===== src/hdl/jsu8_pkg.sv =====
// Shared types, constants and helpers for the JSON string unescaper.
// Used by json_string_unescape_utf8_core; no dependencies.
`default_nettype none

package jsu8_pkg;

    // decoder phase codes
    localparam logic [3:0] PH_PLAIN   = 4'd0;
    localparam logic [3:0] PH_ESC     = 4'd1;
    localparam logic [3:0] PH_QUAD_A  = 4'd2;
    localparam logic [3:0] PH_WANT_BS = 4'd6;
    localparam logic [3:0] PH_WANT_U  = 4'd7;
    localparam logic [3:0] PH_QUAD_B  = 4'd8;
    localparam logic [3:0] PH_DONE_B  = 4'd12;

    // characters of interest
    localparam logic [7:0] CH_QUOTE = 8'h22;
    localparam logic [7:0] CH_BSL   = 8'h5C;
    localparam logic [7:0] CH_SLASH = 8'h2F;
    localparam logic [7:0] CH_B     = 8'h62;
    localparam logic [7:0] CH_F     = 8'h66;
    localparam logic [7:0] CH_N     = 8'h6E;
    localparam logic [7:0] CH_R     = 8'h72;
    localparam logic [7:0] CH_T     = 8'h74;
    localparam logic [7:0] CH_U     = 8'h75;
    localparam logic [7:0] CH_SPACE = 8'h20;

    localparam logic [7:0] BS_CODE  = 8'h08;
    localparam logic [7:0] FF_CODE  = 8'h0C;
    localparam logic [7:0] LF_CODE  = 8'h0A;
    localparam logic [7:0] CR_CODE  = 8'h0D;
    localparam logic [7:0] TAB_CODE = 8'h09;

    localparam logic [15:0] HI_SURR_MIN = 16'hD800;
    localparam logic [15:0] HI_SURR_MAX = 16'hDBFF;
    localparam logic [15:0] LO_SURR_MIN = 16'hDC00;
    localparam logic [15:0] LO_SURR_MAX = 16'hDFFF;
    localparam logic [20:0] SUPP_BASE   = 21'h10000;
    localparam logic [20:0] CP_MAX1     = 21'h7F;
    localparam logic [20:0] CP_MAX2     = 21'h7FF;
    localparam logic [20:0] CP_MAX3     = 21'hFFFF;

    localparam logic [7:0] LEAD2 = 8'hC0;
    localparam logic [7:0] LEAD3 = 8'hE0;
    localparam logic [7:0] LEAD4 = 8'hF0;
    localparam logic [7:0] CONT  = 8'h80;

    typedef struct packed {
        logic [3:0][7:0] bytes;   // bytes[0] goes out first
        logic [2:0]      cnt;
    } utf8_t;

    typedef struct packed {
        logic       ok;
        logic [3:0] val;
    } hex_t;

    function automatic hex_t hex_decode(input logic [7:0] c);
        hex_t r;
        r.ok  = 1'b1;
        r.val = 4'd0;
        case (c) inside
            [8'h30:8'h39]: r.val = 4'(c - 8'h30);
            [8'h61:8'h66]: r.val = 4'(c - 8'h57);
            [8'h41:8'h46]: r.val = 4'(c - 8'h37);
            default:       r.ok  = 1'b0;
        endcase
        return r;
    endfunction

    function automatic utf8_t utf8_encode(input logic [20:0] cp);
        utf8_t r;
        r.bytes = '0;
        if (cp <= CP_MAX1) begin
            r.cnt      = 3'd1;
            r.bytes[0] = cp[7:0];
        end
        else if (cp <= CP_MAX2) begin
            r.cnt      = 3'd2;
            r.bytes[0] = LEAD2 | {3'b000, cp[10:6]};
            r.bytes[1] = CONT | {2'b00, cp[5:0]};
        end
        else if (cp <= CP_MAX3) begin
            r.cnt      = 3'd3;
            r.bytes[0] = LEAD3 | {4'b0000, cp[15:12]};
            r.bytes[1] = CONT | {2'b00, cp[11:6]};
            r.bytes[2] = CONT | {2'b00, cp[5:0]};
        end
        else begin
            r.cnt      = 3'd4;
            r.bytes[0] = LEAD4 | {5'b00000, cp[20:18]};
            r.bytes[1] = CONT | {2'b00, cp[17:12]};
            r.bytes[2] = CONT | {2'b00, cp[11:6]};
            r.bytes[3] = CONT | {2'b00, cp[5:0]};
        end
        return r;
    endfunction

endpackage

`default_nettype wire


===== src/hdl/json_string_unescape_utf8_core.sv =====
// JSON string body unescaper on jsu8_pkg: string bytes in, UTF-8 and status words out.
// A byte enters the input register and is decoded into the result bundle register.
// Throughput one input byte per cycle while out_stall is low and each byte yields
// at most one word; a byte with more words (up to 4 UTF-8 bytes plus status) holds the
// output register until its last word is taken; the input register stalls behind it.
// Reset (rst_n, async, active low) empties both registers and clears the decoder.
`default_nettype none

module json_string_unescape_utf8_core (
    input  wire logic       clk,
    input  wire logic       rst_n,
    // input channel
    input  wire logic       in_valid,
    output logic            in_stall,
    input  wire logic [7:0] in_byte,
    input  wire logic       last,
    // output channel
    output logic            out_valid,
    input  wire logic       out_stall,
    output logic [7:0]      out_byte,
    output logic            has_byte,
    output logic            end_of_string,
    output logic            bad_string
);

    // input register
    logic       in_v_reg;
    logic [7:0] in_byte_reg;
    logic       in_last_reg;

    // decoder state
    logic [3:0]  phase_reg,  phase_next;
    logic [15:0] acc_reg,    acc_next;
    logic [9:0]  hs_reg,     hs_next;
    logic        err_reg,    err_next;

    // result bundle register
    logic [3:0][7:0] bytes_reg;
    logic [2:0]      nbytes_reg;
    logic            eos_reg;
    logic            bad_reg;

    // decode outputs
    jsu8_pkg::utf8_t emit;
    logic            status_bad;
    jsu8_pkg::hex_t  hx;
    logic [15:0]     acc_new;
    logic [3:0]      phase_inc;
    logic            fail;

    logic out_take, last_take, bund_free, move, in_take;

    assign out_valid = (nbytes_reg != 3'd0) || eos_reg;
    assign out_take  = out_valid && !out_stall;
    assign last_take = (nbytes_reg == 3'd0) || (nbytes_reg == 3'd1 && !eos_reg);
    assign bund_free = !out_valid || (out_take && last_take);
    assign move      = in_v_reg && bund_free;
    assign in_stall  = in_v_reg && !bund_free;
    assign in_take   = in_valid && !in_stall;

    assign has_byte      = (nbytes_reg != 3'd0);
    assign out_byte      = has_byte ? bytes_reg[0] : 8'h00;
    assign end_of_string = !has_byte && eos_reg;
    assign bad_string    = end_of_string && bad_reg;

    assign hx        = jsu8_pkg::hex_decode(in_byte_reg);
    assign acc_new   = {acc_reg[11:0], hx.val};
    assign phase_inc = 4'(phase_reg + 4'd1);

    always_comb
    begin
        phase_next = phase_reg;
        acc_next   = acc_reg;
        hs_next    = hs_reg;
        err_next   = err_reg;
        emit       = '0;
        fail       = 1'b0;
        if (!err_reg)
        begin
            case (phase_reg) inside
                jsu8_pkg::PH_PLAIN:
                begin
                    if (in_byte_reg < jsu8_pkg::CH_SPACE)
                        fail = 1'b1;
                    else if (in_byte_reg == jsu8_pkg::CH_BSL)
                        phase_next = jsu8_pkg::PH_ESC;
                    else
                    begin
                        emit.cnt      = 3'd1;
                        emit.bytes[0] = in_byte_reg;
                    end
                end
                jsu8_pkg::PH_ESC:
                begin
                    phase_next = jsu8_pkg::PH_PLAIN;
                    emit.cnt   = 3'd1;
                    case (in_byte_reg)
                        jsu8_pkg::CH_QUOTE,
                        jsu8_pkg::CH_BSL,
                        jsu8_pkg::CH_SLASH: emit.bytes[0] = in_byte_reg;
                        jsu8_pkg::CH_B:     emit.bytes[0] = jsu8_pkg::BS_CODE;
                        jsu8_pkg::CH_F:     emit.bytes[0] = jsu8_pkg::FF_CODE;
                        jsu8_pkg::CH_N:     emit.bytes[0] = jsu8_pkg::LF_CODE;
                        jsu8_pkg::CH_R:     emit.bytes[0] = jsu8_pkg::CR_CODE;
                        jsu8_pkg::CH_T:     emit.bytes[0] = jsu8_pkg::TAB_CODE;
                        jsu8_pkg::CH_U:
                        begin
                            emit.cnt   = 3'd0;
                            acc_next   = 16'h0000;
                            phase_next = jsu8_pkg::PH_QUAD_A;
                        end
                        default:
                        begin
                            emit.cnt = 3'd0;
                            fail     = 1'b1;
                        end
                    endcase
                end
                jsu8_pkg::PH_WANT_BS:
                begin
                    if (in_byte_reg == jsu8_pkg::CH_BSL)
                        phase_next = jsu8_pkg::PH_WANT_U;
                    else
                        fail = 1'b1;
                end
                jsu8_pkg::PH_WANT_U:
                begin
                    if (in_byte_reg == jsu8_pkg::CH_U)
                    begin
                        acc_next   = 16'h0000;
                        phase_next = jsu8_pkg::PH_QUAD_B;
                    end
                    else
                        fail = 1'b1;
                end
                [jsu8_pkg::PH_QUAD_A:jsu8_pkg::PH_WANT_BS - 4'd1],
                [jsu8_pkg::PH_QUAD_B:jsu8_pkg::PH_DONE_B - 4'd1]:
                begin
                    if (!hx.ok)
                        fail = 1'b1;
                    else
                    begin
                        acc_next   = acc_new;
                        phase_next = phase_inc;
                        if (phase_inc == jsu8_pkg::PH_WANT_BS)
                        begin
                            if (acc_new >= jsu8_pkg::HI_SURR_MIN &&
                                acc_new <= jsu8_pkg::HI_SURR_MAX)
                                hs_next = acc_new[9:0];
                            else if (acc_new >= jsu8_pkg::LO_SURR_MIN &&
                                     acc_new <= jsu8_pkg::LO_SURR_MAX)
                                fail = 1'b1;
                            else
                            begin
                                emit       = jsu8_pkg::utf8_encode({5'b00000, acc_new});
                                phase_next = jsu8_pkg::PH_PLAIN;
                            end
                        end
                        else if (phase_inc == jsu8_pkg::PH_DONE_B)
                        begin
                            if (acc_new >= jsu8_pkg::LO_SURR_MIN &&
                                acc_new <= jsu8_pkg::LO_SURR_MAX)
                            begin
                                emit = jsu8_pkg::utf8_encode(jsu8_pkg::SUPP_BASE +
                                           {1'b0, hs_reg, acc_new[9:0]});
                                phase_next = jsu8_pkg::PH_PLAIN;
                            end
                            else
                                fail = 1'b1;
                        end
                    end
                end
                default: fail = 1'b1;
            endcase
        end
        if (fail)
        begin
            err_next   = 1'b1;
            phase_next = jsu8_pkg::PH_PLAIN;
        end
        // unfinished escape at the final byte counts as malformed
        status_bad = err_next || (phase_next != jsu8_pkg::PH_PLAIN);
        if (in_last_reg)
        begin
            phase_next = jsu8_pkg::PH_PLAIN;
            acc_next   = 16'h0000;
            hs_next    = 10'd0;
            err_next   = 1'b0;
        end
    end

    always_ff @(posedge clk or negedge rst_n)
    begin
        if (!rst_n)
        begin
            in_v_reg   <= 1'b0;
            phase_reg  <= jsu8_pkg::PH_PLAIN;
            acc_reg    <= 16'h0000;
            hs_reg     <= 10'd0;
            err_reg    <= 1'b0;
            nbytes_reg <= 3'd0;
            eos_reg    <= 1'b0;
        end
        else
        begin
            if (in_take)
                in_v_reg <= 1'b1;
            else if (move)
                in_v_reg <= 1'b0;

            if (move)
            begin
                phase_reg  <= phase_next;
                acc_reg    <= acc_next;
                hs_reg     <= hs_next;
                err_reg    <= err_next;
                nbytes_reg <= emit.cnt;
                eos_reg    <= in_last_reg;
            end
            else if (out_take)
            begin
                if (nbytes_reg != 3'd0)
                    nbytes_reg <= 3'(nbytes_reg - 3'd1);
                else
                    eos_reg <= 1'b0;
            end
        end
    end

    always_ff @(posedge clk)
    begin
        if (in_take)
        begin
            in_byte_reg <= in_byte;
            in_last_reg <= last;
        end
        if (move)
        begin
            bytes_reg <= emit.bytes;
            bad_reg   <= status_bad;
        end
        else if (out_take && nbytes_reg != 3'd0)
            bytes_reg <= bytes_reg >> 8;
    end

    // input side only stalls while the input register holds a word
    a_stall_needs_word: assert property (@(posedge clk) disable iff (!rst_n)
        in_stall |-> in_v_reg)
        else $error("input stalled with empty input register");

    // decoder is back at reset state after a final byte
    a_clean_after_last: assert property (@(posedge clk) disable iff (!rst_n)
        move && in_last_reg |=> phase_reg == jsu8_pkg::PH_PLAIN && !err_reg)
        else $error("decoder state not cleared after end of string");

    // bytes after an error yield nothing until the final byte
    a_quiet_after_err: assert property (@(posedge clk) disable iff (!rst_n)
        move && err_reg && !in_last_reg |=> !out_valid)
        else $error("output produced after error");

    // at most four decoded bytes per word, and the quad counter stays in range
    a_bundle_bound: assert property (@(posedge clk) disable iff (!rst_n)
        nbytes_reg <= 3'd4 && phase_reg < jsu8_pkg::PH_DONE_B)
        else $error("result count or phase out of range");

endmodule

`default_nettype wire


===== config.mk =====
export PLATFORM = sky130hd
export DESIGN_NAME = json_string_unescape_utf8_core
export DESIGN_NICKNAME = d
export VERILOG_FILES = /design/src/hdl/jsu8_pkg.sv /design/src/hdl/json_string_unescape_utf8_core.sv
export SDC_FILE = /design/constraint.sdc
export NUM_CORES = 1
export LEC_CHECK = 0
export ABC_AREA = 1
export BUFFER_PORTS_ARGS = -buffer_cell sky130_fd_sc_hd__buf_2
export CELL_PAD_IN_SITES_DETAIL_PLACEMENT = 0
export CELL_PAD_IN_SITES_GLOBAL_PLACEMENT = 1
export CORE_UTILIZATION = 45
export CTS_BUF_LIST = sky130_fd_sc_hd__clkbuf_16
export DETAILED_ROUTE_END_ITERATION = 8
export MAX_ROUTING_LAYER = met4
export PLACE_DENSITY = 0.86
export SLEW_MARGIN = 40
export SYNTH_ARGS = -nofsm -noshare
export SYNTH_HDL_FRONTEND = slang
export SYNTH_SLANG_ARGS = --single-unit

===== constraint.sdc =====
create_clock -name clk -period 9.95 [get_ports clk]
set_input_delay 0 -clock clk [delete_from_list [all_inputs] [get_ports clk]]
set_output_delay 0 -clock clk [all_outputs]
set_load 0.02 [all_outputs]

==> metrics, run 1 <==
met3 wire len 1.32 mm; # H-tree levels 3; setup bufs post-CTS 0; setup tns final 0 ns; leading post-synthesis cells by cell area edfxtp_1 (22%), dfrtp_1 (15%), nand2_1 (13%); Total Power 1.47 mW; Starting Density 46.2%; Slew Viols, Final 0; maxcap violations 0; Clock Latency Late Sink 0.35 ns; clk sink count 71; power per cell area 247 mW/mm^2; total global routing overflow 0; most common cell after layout, fill and taps aside nand2_1; met2 WL 7.49 mm; via count 5226; vias per cell 5.71; initial antenna violation count 0; initial drt markers 438; synthesized cell area 0.00530 sq mm; Worst Setup End Kind flop; sequential area share after synthesis 37.2%; status completed; CTS clk-pin slew, worst paths 0.06 ns; library cells used by synthesis 50; WL per Instance 18.2 um; Post-synth EDFFs 39; root buffer cell clkbuf_16; total wire length 16.7 mm; Placed Area 0.00554 sq mm; TritonCTS clock tree yes; share of the synthesized area in the top cell type 22.1%; Die X 110 um; antenna cell count 0; post-route cell area 0.00593 sq mm; vias in the first global route 4927; share of layout cells above drive strength 1 12.9%; core area 0.0115 sq mm; skew final 0.0115 ns; Final min period 3.61 ns; RSZ-0062 raised after global routing false; setup violators final 0; Fin. Hold Viols 0; Cells after Synth 732; CP Launch Type flop; Max FO, Critical Path 29; global-route wire length before repair 26.4 mm; Synth Warn # 0; DRC violations left 0; Port Buffers 25; # hold bufs at CTS 12; register area 0.00197 sq mm; uppermost layer routed met4; gpl congestion 0.996; worst rel slew slack 55.3%; HPWL Detailed 12.6 mm; Syn Area/Cell 7.24 sq um; Max IR drop VDD 0.173 mV; multi-input logic area 0.00285 sq mm; row cnt 39; layout net count 797; Tightest Hold Check Type in2async; area grow syn2layout 12.0%; gr usage total 28.9%; register bit total from synthesis 71; Req. time, crit path 10.14 ns; Syn Nets 761; actual slew at the worst max-slew pin 0.664 ns; DR pass1 iterations 5; Max clock buf depth 2; Post-CTS Resized 0; WL met1 7.24 mm; I/O pin total 26; largest net degree at the start of global routing 33; Arrival @ worst endpoint 3.80 ns; Routed Antenna Nets 0; Fmax achieved 277 MHz; most area-hungry cell type in the Yosys netlist edfxtp_1; fillcell total 1156; FF-to-FF setup slack 6.34 ns; fin crit share 36.3%; most frequent cells in the layout nand2_1 (186), inv_1 (89), nor2_1 (82); Die Footprint 0.0122 sq mm; ys async rst share 45.1%; worst hold slack 0.121 ns; dominant synthesized flop cell edfxtp_1; Leakage 2.75 nW; Die H 110 um; WS Path Type reg2reg; CTS buffer count 9; max FFs per register 29
[critical path, stage by stage (launching register included)]
cell and delay, ns:
dfrtp_1 0.40, inv_1 0.10, ha_1 0.15, nand2_1 0.13, o21ai_1 0.18, nand2_1 0.10, nor2_2 0.35, inv_2 0.33
nor2_1 0.29, inv_2 0.11, nor3_1 0.29, o21ai_0 0.31, a31oi_2 0.55, o32ai_1 0.17
[kinds of logic (layout without fill, tap and decap cells)]
| family | after synthesis | after routing | share of synthesized area, % |
|---|---|---|---|
| adders and majority gates | 16 | 16 | 3.78 |
| and+or+nand+nor | 365 | 365 | 31.1 |
| xor gates and xnor gates | 4 | 4 | 0.661 |
| buffers and inverters | 121 | 162 | 9.19 |
| AOI/OAI and AO/OA | 155 | 155 | 18.0 |
| DFF | 71 | 71 | 37.2 |
[stage by stage]
step                      setup slack [ns]  utilization, %  std cells
after floorplan                       5.77               -        732
after global placement                6.26            48.3        888
after detailed placement              6.25            48.3        888
after CTS                             6.22            51.7        916
after global routing                  6.13            51.7        916
final                                 6.34            51.7        916
[per-layer routing]
metal	track usage (%)	up-vias
li1	-	2520
met1	37.1	2437
met2	43.1	226
met3	6.26	43
met4	14.7	0
met5	-	-
[synthesized netlist by cell type (all sizes together) (2+ instances only)]
| master | count |
|---|---|
| or2 | 3 |
| o221ai | 5 |
| a22o | 2 |
| a21oi | 38 |
| nand2 | 194 |
| buf | 7 |
| o32ai | 2 |
| nand4 | 17 |
| dfrtp | 32 |
| a211oi | 3 |
| ha | 16 |
| a31oi | 4 |
| nand3b | 2 |
| nor3 | 9 |
| inv | 105 |
| edfxtp | 39 |
| o22ai | 20 |
| nor4 | 3 |
| xor2 | 4 |
| o211ai | 10 |
| clkbuf | 7 |
| clkinv | 2 |
| a22oi | 2 |
| nand3 | 44 |
| nor2 | 92 |
| o21ai | 65 |
[final timing paths]
path,from,endpoint,cells past startpoint
max in group asynchronous,rst_n,acc_reg[8],2
hold reg to reg,in_v_reg,in_v_reg,2
hold / removal,rst_n,phase_reg[0],2
setup reg to reg,nbytes_reg[0],acc_reg[1],13
min in group clk,last,in_last_reg,2
setup / recovery,nbytes_reg[0],acc_reg[1],13
[area by class of cell]
class / count / share of cell area, %
multi-input combinational: 540 / 48.0
sequential: 71 / 33.2
inverter: 107 / 6.81
timing repair buffer: 39 / 4.43
clock buffer: 9 / 3.80
tap: 143 / 3.02
clock inverter: 7 / 0.675
[where the power goes]
group	switching [mW]	internal [mW]
Clock	0.128	0.166
Sequential	0.0694	0.422
Combinational	0.484	0.197
Total	0.682	0.786
Power figures use the tool's default switching activity.
==> inputs of run 2 (changes only) <==
==> constraint.sdc (replaced) <==
create_clock -name clk -period 3.45 [get_ports clk]
set_input_delay 0 -clock clk [delete_from_list [all_inputs] [get_ports clk]]
set_output_delay 0 -clock clk [all_outputs]
set_load 0.02 [all_outputs]
==> run 2 against run 1 <==
Against the previous run: setup slack worse by 6.1 ns; sequential cell count stayed put; utilization is 0.88 points higher; clock power grew to 2.9 times the previous value; worst hold slack better by 0.012 ns; global-route usage is 0.73 points higher; design area is 1.7% higher; routed wire length is 1.4% higher; die area stayed put; fmax is 13% higher; sequential power grew to 2.9 times the previous value; via count is 0.19% lower; critical path type unchanged; largest power group unchanged.
==> metrics, run 2 (synthesized netlist as in run 1, its figures left out) <==
vias per cell 5.61; Crit path max-delay family simple AND/OR/NAND/NOR gates; skew final 0.00773 ns; most frequent cells in the layout nand2_1 (186), inv_1 (88), nor2_1 (83); WL per Instance 18.2 um; via count 5216; Worst Path Buf+Inv 5; CTS clk-pin slew, worst paths 0.06 ns; clk sink count 71; total wire length 16.9 mm; CTS buffer count 9; Routed Antenna Nets 0; row cnt 39; setup violators final 0; Req. time, crit path 3.71 ns; TritonCTS clock tree yes; Worst Setup End Kind flop; initial drt markers 511; total global routing overflow 0; CP Launch Type flop; DP Worst Slack 0.219 ns; Total Power 4.31 mW; RSZ-0062 raised after global routing false; worst rel slew slack 35.2%; power per cell area 715 mW/mm^2; Die H 110 um; CP max stage delay 0.51 ns; post-route cell area 0.00603 sq mm; Leakage 2.82 nW; initial antenna violation count 0; WS Path Type reg2reg; Slew Viols, Final 0; most common cell after layout, fill and taps aside nand2_1; Die Footprint 0.0122 sq mm; maxcap violations 0; root buffer cell clkbuf_16; Final WS setup 0.261 ns; vias in the first global route 4857; setup tns final 0 ns; Max FO, Critical Path 8; Slowest-stage cell, CP nor2_1; fin cells 929; gpl congestion 0.981; Fin. Hold Viols 0; antenna cell count 0; max FFs per register 29; Arrival @ worst endpoint 3.45 ns; Die X 110 um; area grow syn2layout 13.9%; setup bufs post-CTS 0; Fmax achieved 314 MHz; layout net count 810; actual slew at the worst max-slew pin 0.962 ns; I/O pin total 26; HPWL Detailed 13.0 mm; fin crit share 92.4%; core area 0.0115 sq mm; DRC violations left 0; number of instances in the placed design 901; crit-path cells inv_1 > ha_1 > inv_1 > nor2_1 > inv_1 > nand2_1 > nor2_1 > inv_1 > nor4_2 > nand2_1 > nor3_2 > nor2_1 > inv_1 > o22ai_1; crit-path most repeated cell inv_1; Max IR drop VDD 0.415 mV; global-route wire length before repair 27.1 mm; Tightest Hold Check Type in2async; Starting Density 46.2%; Max clock buf depth 2; gr usage total 29.7%; Port Buffers 25; Clock Latency Late Sink 0.35 ns; share of layout cells above drive strength 1 14.5%; status completed; largest net degree at the start of global routing 33; Placed Area 0.00563 sq mm; Final min period 3.19 ns; # H-tree levels 3; DR pass1 iterations 5
-- run 2: cell count changes in the layout (fill, tap and decap cells not counted), sizes merged --
| cell | previous run | this run |
|---|---|---|
| inv | 107 | 108 |
| buf | 27 | 40 |
| clkinvlp | 2 | 1 |
-- run 2: per-stage QoR --
stage | util [%] | hold slack [ns]
2_1_floorplan | - | -0.296
3_3_place_gp | 49.1 | 0.108
3_5_place_dp | 49.1 | 0.128
4_1_cts | 52.6 | 0.284
5_1_grt | 52.6 | 0.171
6_report | 52.6 | 0.133
-- run 2: final cells by class --
| type | count | area [sq um] |
|---|---|---|
| fillers | 1107 | 5430 |
| multi-input cells | 540 | 2850 |
| flip-flops and latches | 71 | 1970 |
| inverters | 107 | 404 |
| repair buffers | 52 | 360 |
| clock buffers | 9 | 225 |
| well taps | 143 | 179 |
| clock inverters | 7 | 47.5 |
-- run 2: power breakdown --
part           total [mW]  internal, mW  switching [mW]  leakage, nW
sequential           1.42          1.22           0.197        0.805
clock               0.865         0.487           0.378        0.137
combinational        2.03         0.634            1.40         1.88
-- run 2: what timing repair did --
| action | CTS | global route |
|---|---|---|
| setup endpoints to repair | 0 | 11 |
| hold endpoints to repair | 43 | 0 |
| gates resized for setup | 0 | 3 |
| hold buffers | 12 | 0 |
-- run 2: metal layers --
metal	GRT usage [%]	share of wire [%]	vias to the layer above
met2	45.0	45	203
met3	4.72	6.6	26
met5	-	0	-
li1	-	-	2549
met4	10.8	2.3	0
met1	40.1	46	2438
-- run 2: path summary, 6_finish.rpt --
check | startpoint | endpoint | slack, ns | cells past startpoint
worst max-delay path | phase_reg[0] | hs_reg[0] | 0.26 | 14
worst min-delay path | rst_n | phase_reg[1] | 0.13 | 2
worst max register to register | phase_reg[0] | hs_reg[0] | 0.26 | 14
max in group asynchronous | rst_n | hs_reg[3] | 2.98 | 2
min in group clk | last | in_last_reg | 0.36 | 2
worst min register to register | nbytes_reg[1] | nbytes_reg[1] | 0.49 | 2
==> inputs of run 3 (changes only) <==
--- a/config.mk
+++ b/config.mk
@@ -7,7 +7,7 @@
 export LEC_CHECK = 0
 export ABC_AREA = 1
 export BUFFER_PORTS_ARGS = -buffer_cell sky130_fd_sc_hd__buf_2
-export CELL_PAD_IN_SITES_DETAIL_PLACEMENT = 0
+export CELL_PAD_IN_SITES_DETAIL_PLACEMENT = 1
 export CELL_PAD_IN_SITES_GLOBAL_PLACEMENT = 1
 export CORE_UTILIZATION = 45
 export CTS_BUF_LIST = sky130_fd_sc_hd__clkbuf_16
==> run 3 against run 2 <==
Against the previous run: sequential cell count unchanged; die area unchanged; fmax decreased by 0.97%.
==> metrics, run 3 (synthesized netlist as in run 1, its figures left out) <==
Slowest-stage cell, CP edfxtp_1; Worst Setup End Kind flop; multi-input logic area 0.00286 sq mm; DRC violations left 0; Worst Path Buf+Inv 2; Final min period 3.22 ns; Starting Density 46.2%; worst rel slew slack 58.2%; area grow syn2layout 16.5%; row cnt 39; FF-to-FF setup slack 0.23 ns; WS Path Type reg2reg; Clock Latency Late Sink 0.35 ns; antenna cell count 0; Die X 110 um; CP Launch Type flop; Max IR drop VDD 0.510 mV; reg2reg start in_byte_reg[1]; Total Power 4.66 mW; skew final 0.00779 ns; HPWL Detailed 14.6 mm; global-route wire length before repair 30.9 mm; register area 0.00197 sq mm; gr usage total 33.8%; worst hold slack 0.140 ns; Crit path max-delay family simple AND/OR/NAND/NOR gates; CTS clk-pin slew, worst paths 0.06 ns; vias per cell 5.89; share of layout cells above drive strength 1 15.5%; number of instances in the placed design 901; Fmax achieved 311 MHz; total global routing overflow 0; setup violators final 0; Die H 110 um; TritonCTS clock tree yes; Slew Viols, Final 0; crit-path cells inv_2 > ha_2 > nand2_1 > nand2_1 > nand3_4 > nand2_4 > o21ai_4 > nor2_2 > nand2_1 > nand2_1 > o21ai_2 > nand3_4 > nand2_2 > nor2_1 > inv_1 > a21oi_4 > o221ai_1 > nand2_1; Arrival @ worst endpoint 3.43 ns; fin cells 935; vias in the first global route 5664; actual slew at the worst max-slew pin 0.622 ns; gpl congestion 0.981; Die Footprint 0.0122 sq mm; I/O pin total 26; via count 5506; Placed Area 0.00563 sq mm; root buffer cell clkbuf_16; reg2reg path depth 18; largest net degree at the start of global routing 33; Tightest Hold Check Type in2async; WL per Instance 20.8 um; layout net count 816; initial antenna violation count 0; Critical R2R Capture bytes_reg[20]; fin crit share 93.3%; fillcell total 1502; total wire length 19.4 mm; DR pass1 iterations 5; most common cell after layout, fill and taps aside nand2_1; CTS buffer count 9; core area 0.0115 sq mm; Max clock buf depth 2; clk sink count 71; status completed; most frequent cells in the layout nand2_1 (186), inv_1 (88), nor2_1 (82); Leakage 2.88 nW; crit-path most repeated cell nand2_1; Fin. Hold Viols 0; initial drt markers 375; CP max stage delay 0.48 ns; max FFs per register 29; # H-tree levels 3; maxcap violations 0; Req. time, crit path 3.66 ns; Port Buffers 25; power per cell area 756 mW/mm^2; Routed Antenna Nets 0; post-route cell area 0.00617 sq mm; Max FO, Critical Path 9
-- run 3: cell type report --
class	instances	share of cell area [%]
clock buffer	9	3.65
multi-input combinational	540	46.4
clock inverter	7	1.93
sequential	71	32.0
inverter	107	6.55
tap	143	2.90
timing repair buffer	58	6.57
-- run 3: worst max-delay path by stage --
stage / slack (ns) / start / cells after the start / to
global route: -0.008 / in_byte_reg[1] / 18 / bytes_reg[20]
finish: 0.23 / in_byte_reg[1] / 18 / bytes_reg[20]
global placement: 0.30 / phase_reg[0] / 14 / hs_reg[3]
detailed placement: 0.11 / in_byte_reg[1] / 19 / bytes_reg[12]
floorplan: 0.18 / nbytes_reg[0] / 8 / nbytes_reg[2]
CTS: 0.11 / in_byte_reg[1] / 19 / bytes_reg[12]
-- run 3: where the power goes --
part / internal [mW] / total [mW] / switching [mW]
Combinational: 0.650 / 2.14 / 1.49
Clock: 0.709 / 1.10 / 0.392
Sequential: 1.22 / 1.42 / 0.206
Total: 2.58 / 4.66 / 2.09
-- run 3: what timing repair did --
item | 4_1_cts | 5_1_grt
setup endpoints to repair | 0 | 19
setup buffers | 0 | 6
endpoints found under the hold margin | 43 | 0
hold buffers | 12 | 0
gates resized for setup | 0 | 7
-- run 3: per-stage QoR --
stage	setup slack (ns)	utilization (%)	TNS [ns]
after CTS	0.106	53.2	0
after global placement	0.301	49.1	0
after floorplan	0.179	-	0
final	0.230	53.8	0
after detailed placement	0.111	49.1	0
after global routing	-0.00770	53.8	-0.00770
-- run 3: worst register-to-register path, cell delays in order (launching register included) --
cell	delay (ns)
edfxtp_1	0.48
inv_2	0.16
ha_2	0.24
nand2_1	0.10
nand2_1	0.13
nand3_4	0.16
nand2_4	0.15
o21ai_4	0.13
nor2_2	0.17
nand2_1	0.10
nand2_1	0.09
o21ai_2	0.07
nand3_4	0.12
nand2_2	0.13
nor2_1	0.13
inv_1	0.10
a21oi_4	0.31
o221ai_1	0.21
nand2_1	0.13
-- run 3: layer usage --
layer / vias up / global-route usage (%) / share of wire [%]
li1: 2572 / - / -
met1: 2713 / 43.6 / 44
met2: 166 / 52.6 / 47
met3: 55 / 4.88 / 4.9
met4: 0 / 15.4 / 3.5
met5: - / - / 0
